==> src/rtl/tlbw_pkg.sv <==
`default_nettype none
package tlbw_pkg;

    // fixed field widths
    localparam int SLOT_BITS   = 7;
    localparam int CORNER_BITS = 6;
    localparam int WEIGHT_BITS = 16;
    localparam int COUNT_BITS  = 8;
    localparam int TRI_BITS    = 3 * CORNER_BITS;
    localparam int INDEX_BITS  = 7;
    localparam int STEP_BITS   = 4;

    localparam logic [WEIGHT_BITS-1:0] WEIGHT_SAT = '1;

    // request codes
    localparam logic [1:0] REQ_VERTEX = 2'd0;
    localparam logic [1:0] REQ_TRI    = 2'd1;
    localparam logic [1:0] REQ_QUERY  = 2'd2;

    // corner / weight selectors
    localparam logic [1:0] SEL_0 = 2'd0;
    localparam logic [1:0] SEL_1 = 2'd1;
    localparam logic [1:0] SEL_2 = 2'd2;

    typedef enum logic [1:0] {
        XOP_PAB,
        XOP_PBC,
        XOP_PCA,
        XOP_ABC
    } xop_t;

    typedef enum logic [1:0] {
        VSEL_A_RAW,
        VSEL_B,
        VSEL_C
    } vsel_t;

    typedef enum logic [3:0] {
        ST_IDLE,
        ST_TRI_RD,
        ST_A_RD,
        ST_B_RD,
        ST_C_RD,
        ST_C_LAT,
        ST_MUL0,
        ST_MUL1,
        ST_MUL2,
        ST_MUL3,
        ST_SUB3,
        ST_TEST,
        ST_DIV_START,
        ST_DIV_WAIT,
        ST_DONE
    } state_t;

    typedef struct packed {
        logic       wr_accept;
        logic       query_start;
        logic       idx_clr;
        logic       idx_inc;
        vsel_t      vsel;
        logic       lat_tri;
        logic       lat_a;
        logic       lat_b;
        logic       lat_c;
        logic       mul_en;
        xop_t       mul_op;
        logic       div_start;
        logic [1:0] div_sel;
        logic       res_load;
        logic       res_found;
    } cmd_t;

    typedef struct packed {
        logic edge_ok;
        logic last;
        logic cnt_zero;
        logic degenerate;
        logic div_done;
    } stat_t;

endpackage
`default_nettype wire

==> src/rtl/tlbw_ctrl.sv <==
`default_nettype none
module tlbw_ctrl (
    input  wire logic            clk,
    input  wire logic            rst_n,
    input  wire logic            in_valid,
    output logic                 in_stall,
    input  wire logic [1:0]      req_type,
    output logic                 out_valid,
    input  wire logic            out_stall,
    input  wire tlbw_pkg::stat_t stat,
    output tlbw_pkg::cmd_t       cmd
);
    import tlbw_pkg::*;

    state_t     state_reg, state_next;
    logic       fallback_reg, fallback_next;
    logic [1:0] wsel_reg, wsel_next;
    logic       out_valid_reg, out_valid_next;
    logic       accept;
    logic       out_free;

    assign accept   = in_valid && (state_reg == ST_IDLE);
    assign out_free = !(out_valid_reg && out_stall);

    always_ff @(posedge clk or negedge rst_n)
    begin
        if (!rst_n)
        begin
            state_reg     <= ST_IDLE;
            fallback_reg  <= 1'b0;
            wsel_reg      <= SEL_0;
            out_valid_reg <= 1'b0;
        end
        else
        begin
            state_reg     <= state_next;
            fallback_reg  <= fallback_next;
            wsel_reg      <= wsel_next;
            out_valid_reg <= out_valid_next;
        end
    end

    // next state
    always_comb
    begin
        state_next    = state_reg;
        fallback_next = fallback_reg;
        wsel_next     = wsel_reg;
        unique case (state_reg)
            ST_IDLE:
            begin
                if (accept && (req_type == REQ_QUERY))
                begin
                    state_next    = ST_TRI_RD;
                    fallback_next = stat.cnt_zero;
                end
            end
            ST_TRI_RD: state_next = ST_A_RD;
            ST_A_RD:   state_next = ST_B_RD;
            ST_B_RD:   state_next = ST_C_RD;
            ST_C_RD:   state_next = ST_C_LAT;
            ST_C_LAT:  state_next = ST_MUL0;
            ST_MUL0:   state_next = ST_MUL1;
            ST_MUL1:   state_next = ST_MUL2;
            ST_MUL2:   state_next = ST_MUL3;
            ST_MUL3:   state_next = ST_SUB3;
            ST_SUB3:   state_next = ST_TEST;
            ST_TEST:
            begin
                if (fallback_reg || stat.edge_ok)
                begin
                    wsel_next  = SEL_0;
                    state_next = stat.degenerate ? ST_DONE : ST_DIV_START;
                end
                else if (stat.last)
                begin
                    fallback_next = 1'b1;
                    state_next    = ST_TRI_RD;
                end
                else
                begin
                    state_next = ST_TRI_RD;
                end
            end
            ST_DIV_START: state_next = ST_DIV_WAIT;
            ST_DIV_WAIT:
            begin
                if (stat.div_done)
                begin
                    if (wsel_reg == SEL_2)
                    begin
                        state_next = ST_DONE;
                    end
                    else
                    begin
                        wsel_next  = wsel_reg + 1'b1;
                        state_next = ST_DIV_START;
                    end
                end
            end
            ST_DONE:
            begin
                if (out_free)
                begin
                    state_next = ST_IDLE;
                end
            end
            default: state_next = ST_IDLE;
        endcase
    end

    // commands
    always_comb
    begin
        cmd             = '0;
        cmd.vsel        = VSEL_A_RAW;
        cmd.mul_op      = XOP_PAB;
        cmd.div_sel     = wsel_reg;
        cmd.res_found   = !fallback_reg;
        out_valid_next  = out_valid_reg && out_stall;
        unique case (state_reg)
            ST_IDLE:
            begin
                cmd.wr_accept   = accept;
                cmd.query_start = accept && (req_type == REQ_QUERY);
            end
            ST_A_RD:
            begin
                cmd.lat_tri = 1'b1;
                cmd.vsel    = VSEL_A_RAW;
            end
            ST_B_RD:
            begin
                cmd.lat_a = 1'b1;
                cmd.vsel  = VSEL_B;
            end
            ST_C_RD:
            begin
                cmd.lat_b = 1'b1;
                cmd.vsel  = VSEL_C;
            end
            ST_C_LAT: cmd.lat_c = 1'b1;
            ST_MUL0:
            begin
                cmd.mul_en = 1'b1;
                cmd.mul_op = XOP_PAB;
            end
            ST_MUL1:
            begin
                cmd.mul_en = 1'b1;
                cmd.mul_op = XOP_PBC;
            end
            ST_MUL2:
            begin
                cmd.mul_en = 1'b1;
                cmd.mul_op = XOP_PCA;
            end
            ST_MUL3:
            begin
                cmd.mul_en = 1'b1;
                cmd.mul_op = XOP_ABC;
            end
            ST_TEST:
            begin
                if (!(fallback_reg || stat.edge_ok))
                begin
                    cmd.idx_clr = stat.last;
                    cmd.idx_inc = !stat.last;
                end
            end
            ST_DIV_START: cmd.div_start = 1'b1;
            ST_DONE:
            begin
                if (out_free)
                begin
                    cmd.res_load   = 1'b1;
                    out_valid_next = 1'b1;
                end
            end
            default: ;
        endcase
    end

    assign in_stall  = (state_reg != ST_IDLE);
    assign out_valid = out_valid_reg;

endmodule
`default_nettype wire

==> config.mk <==
export PLATFORM = sky130hd
export DESIGN_NAME = tlbw_ctrl
export DESIGN_NICKNAME = d
export VERILOG_FILES = /design/src/rtl/tlbw_pkg.sv /design/src/rtl/tlbw_ctrl.sv
export SDC_FILE = /design/constraint.sdc
export NUM_CORES = 1
export LEC_CHECK = 0
export BUFFER_PORTS_ARGS = -buffer_cell sky130_fd_sc_hd__buf_2
export CAP_MARGIN = 5
export CORE_MARGIN = 4
export CORE_UTILIZATION = 50
export CTS_BUF_LIST = sky130_fd_sc_hd__clkbuf_8
export CTS_CLUSTER_SIZE = 12
export DETAILED_ROUTE_END_ITERATION = 8
export GPL_ROUTABILITY_DRIVEN = 1
export PLACE_DENSITY = 0.85
export SLEW_MARGIN = 40
export SYNTH_ARGS = -nofsm -noshare
export SYNTH_HDL_FRONTEND = slang
export SYNTH_SLANG_ARGS = --single-unit
==> constraint.sdc <==
create_clock -name clk -period 3.48 [get_ports clk]
set_input_delay 0.348 -clock clk [delete_from_list [all_inputs] [get_ports clk]]
set_output_delay 0.348 -clock clk [all_outputs]
set_load 0.02 [all_outputs]
### Word-level counts from Yosys, hierarchy flattened

Index checks and enable logic that the tools add are counted.

| word-level totals | value |
|---|---|
| bits in registers | 8 |
| bits of input ports | 11 |
| output and inout bits | 20 |
| logic and storage cells | 69 |

| cells by class | value |
|---|---|
| add/subtract/negate cells | 1 |
| equality and inequality tests | 23 |
| mux-type cells | 28 |
| reduce and logical (&&, ||, !) cells | 13 |

Operators by type and width:

| operator | number |
|---|---|
| one-hot mux 4 bit (15 select lines) | 1 |
| equality test 4 bit, second input constant | 7 |
| equality test 4 x 3 -> 1 bit, second input constant | 4 |
| 2-to-1 mux 2 bit | 8 |
| 2-to-1 mux 4 bit | 4 |
| inequality test 2 bit, second input constant | 6 |
| one-hot mux 3 bit (4 select lines) | 1 |
| 2-to-1 mux 1 bit | 11 |
| equality test 4 x 2 -> 1 bit, second input constant | 2 |
| one-hot mux 2 bit (2 select lines) | 2 |
| AND reduction 4 bit | 2 |
| equality test 2 bit, second input constant | 2 |
| equality test 4 x 1 -> 1 bit, second input constant | 1 |
| zero test 4 bit | 1 |
| nonzero test 2 bit | 2 |
| nonzero test 4 bit | 1 |
| logical AND 1 bit | 3 |
| AND reduction 3 bit | 1 |
| adder 2 x 1 -> 2 bit, second input constant | 1 |
| zero test 1 bit | 2 |
| inequality test 2 x 1 -> 1 bit, second input constant | 1 |
| one-hot mux 1 bit (2 select lines) | 1 |
| logical OR 1 bit | 1 |

### Depth between registers and ports, before layout

| depth | value |
|---|---|
| word-level depth | 5 |
| depth in mapped cells | 5 |
| mapped depth without buffers | 5 |

### Worst setup path after synthesis

OpenSTA, ideal clock, no wires.

| timing path | value |
|---|---|
| path type | register to output |
| from | reg state_reg[3] |
| to | out cmd[12] (netlist bit) |
| data arrival time | 1.401 ns |
| data required time | 3.132 ns |
| setup slack | 1.731 ns |
| stages on the path, launching flop included | 4 |
| path buffers | 2 |
| cell sequence | dfrtp_1 buf_4 nor3_1 buf_4 |

RTL lines:

| what | RTL line | source |
|---|---|---|
| start: declaration | tlbw_ctrl.sv:15 | `state_t state_reg, state_next;` |
| start signal: assignment | tlbw_ctrl.sv:36 | `state_reg <= state_next;` |
| end: declaration | tlbw_ctrl.sv:11 | `output tlbw_pkg::cmd_t cmd` |

==> run summary <==
NumNets Final -> 115
crit start category -> flop
RePlAce Congestion -> 0.766
Max VDD drop -> 521 uV
crit-path max FO -> 18
XOR/XNOR share of the synthesized area -> 1.35%
top cells by area, synth -> dfrtp_1 (31%), buf_4 (6.9%), o221ai_1 (4.0%)
Worst-Skew Late Latency -> 0.23 ns
sequential-to-total area share from yosys stat -> 30.8%
Synth cell types -> 34
Fillers -> 104
TritonCTS Buffers -> 3
syn_area_per_cell -> 8.78 um^2
row count -> 12
Layout area overhead -> 26.0%
fraction of synthesized area in multiplexers -> 1.54%
drt total wl -> 1600 um
compound-cell area share of the yosys netlist -> 19.1%
Post-Synth Adder-Cell Area -> 1.93%
clk root buf -> clkbuf_8
io pins -> 31
initial antenna violation count -> 0
Antenna Cells -> 0
Die ar. -> 1940 um^2
CTS clk-pin slew, worst paths -> 0.04 ns
WP data arrival -> 1.74 ns
max_cap viols -> 0
WP data required -> 3.13 ns
cells after synthesis -> 74
Post-DRT Antenna Nets -> 0
slew at the pin closest to its max-slew limit -> 0.541 ns
maximum root-to-sink buffer count -> 2
Final Hold Fails -> 0
I/O Buffers -> 30
post-detail-place hpwl -> 1230 um
share of layout cells above drive strength 1 -> 37.6%
Pint -> 0.367 mW
Final min period -> 2.09 ns
Setup violations, final -> 0
result of the run -> finished clean
final instance area -> 818 um^2
Simple-Gate Fraction of Synth Area -> 35.3%
vias in the first global route -> 599
core area -> 1170 um^2
# DRC -> 0
CTS tree -> built
Starting Density -> 55.4%
skew final -> 0.000870 ns
Pleak -> 0.404 nW
post-cts resize count -> 0
top cell type's share of synthesized area -> 30.8%
Post-Syn Nets -> 86
Logic pwr share -> 51.1%
power per standard cell area -> 900 nW/um^2
largest area contributor in the netlist -> dfrtp_1
max reg flops -> 4
Psw -> 0.369 mW
largest net degree at the start of global routing -> 19
final slew viol count -> 0
Sw Ratio -> 50.1%
GRT Util Overall -> 18.3%
first-pass GRT wire length -> 2590 um
largest family of logic cells by synthesized area -> simple AND/OR/NAND/NOR gates
clk sinks -> 8
hold buffers post-CTS -> 1
Sequential Power Share -> 33.5%
fin crit share -> 60.1%
total number of vias -> 655
placed cell area -> 767 um^2
DR iter-0 viols -> 6
mapped cell area -> 649 um^2
Horiz. Die Dim -> 44.0 um
Clk pwr share -> 15.4%
Max Clock Freq -> 478 MHz
Chip Height -> 44.0 um
RSZ-0062 raised after global routing -> false
Crit Path Class -> reg2out
drt first pass iters -> 4
Slew headroom -> 63.9%
Vias/cell -> 5.70
setup_tns -> 0 ns
setup bufs post-CTS -> 0
grt total ovfl -> 0
wire per inst -> 13.9 um
FF+latch count, synth -> 8
H-tree levels -> 1
worst min path class -> in2reg
Yosys warning count -> 0
CP Capture Type -> primary output
==> synth_stat cells, drive strengths merged <==
library cell,n
dfrtp,8
buf,7
nand2,5
nor2,5
nor3,5
inv,4
o22ai,4
and2,3
nand2b,3
nand4b,3
o221ai,3
a21oi,2
a31oi,2
nor3b,2
nor4,2
o2bb2ai,2
o31ai,2
and3,1
and4b,1
ha,1
mux2i,1
nand3b,1
nor2b,1
o31a,1
o32ai,1
or2,1
or3,1
or3b,1
xor2,1
==> worst max-delay path, cell delays in order (launching register included) <==
cell	delay [ns]
dfrtp_1	0.67
inv_1	0.17
or3_1	0.42
nor2_1	0.09
buf_2	0.16
==> metal layers <==
metal,global-route usage (%),share of wire (%)
met4,12.7,2.9
met1,22.9,42
met5,0,0
met3,2.44,6.2
met2,28.8,48
==> metrics by stage <==
step           std cells  utilization (%)  setup WS, ns  power, mW  hold WS (ns)
6_report             115             69.9          1.39      0.736         0.352
5_1_grt              115             69.9          1.26      0.800         0.350
4_1_cts              115             69.9          1.39      0.742         0.354
3_5_place_dp         111             65.5          1.64      0.624         0.204
3_3_place_gp         111             65.5          1.67      0.614         0.202
2_1_floorplan         74                -          1.73      0.553        0.0524
==> logic make-up after synthesis <==
group | count (synthesis)
adders and majority gates | 1
and+or+nand+nor | 35
xor gates and xnor gates | 1
DFF | 8
AOI/OAI and AO/OA | 17
muxes | 1
buffers and inverters | 11
==> path summary, 6_finish.rpt <==
path,startpoint,endpoint,slack (ns),cells past startpoint
worst max register to register,state_reg[1],state_reg[1],1.97,3
min in group asynchronous,rst_n,wsel_reg[1],0.51,2
worst min register to register,wsel_reg[0],wsel_reg[0],0.51,1
worst min-delay path,stat[0],state_reg[0],0.35,2
worst max-delay path,state_reg[1],cmd[1],1.39,4
max in group asynchronous,rst_n,out_valid,2.79,2
==> final cells by class <==
type | count | area [um^2] | share of cell area, %
flip-flops and latches | 8 | 200 | 24.5
well taps | 14 | 17.5 | 2.14
multi-input cells | 55 | 384 | 46.9
repair buffers | 31 | 160 | 19.6
clock buffers | 3 | 41.3 | 5.05
inverters | 4 | 15.0 | 1.83
==> power groups by stage <==
stage | Clock [mW] | Combinational [mW] | Sequential [mW]
after floorplan | 0 | 0.373 | 0.179
after global placement | 0 | 0.373 | 0.241
after detailed placement | 0 | 0.378 | 0.246
after CTS | 0.116 | 0.381 | 0.245
after global routing | 0.121 | 0.414 | 0.264
final | 0.113 | 0.376 | 0.247
==> placed cells by master (no fill, tap or decap), drive strengths merged, types with 3 or more instances in the layout <==
master	synthesis	routed
o221ai	3	3
dfrtp	8	8
nand2b	3	3
clkbuf	0	3
nand2	5	5
nor3	5	5
nor2	5	5
inv	4	4
buf	7	30
o22ai	4	4
and2	3	3
nand4b	3	3
Note: power is estimated with default switching activity, not from simulation.
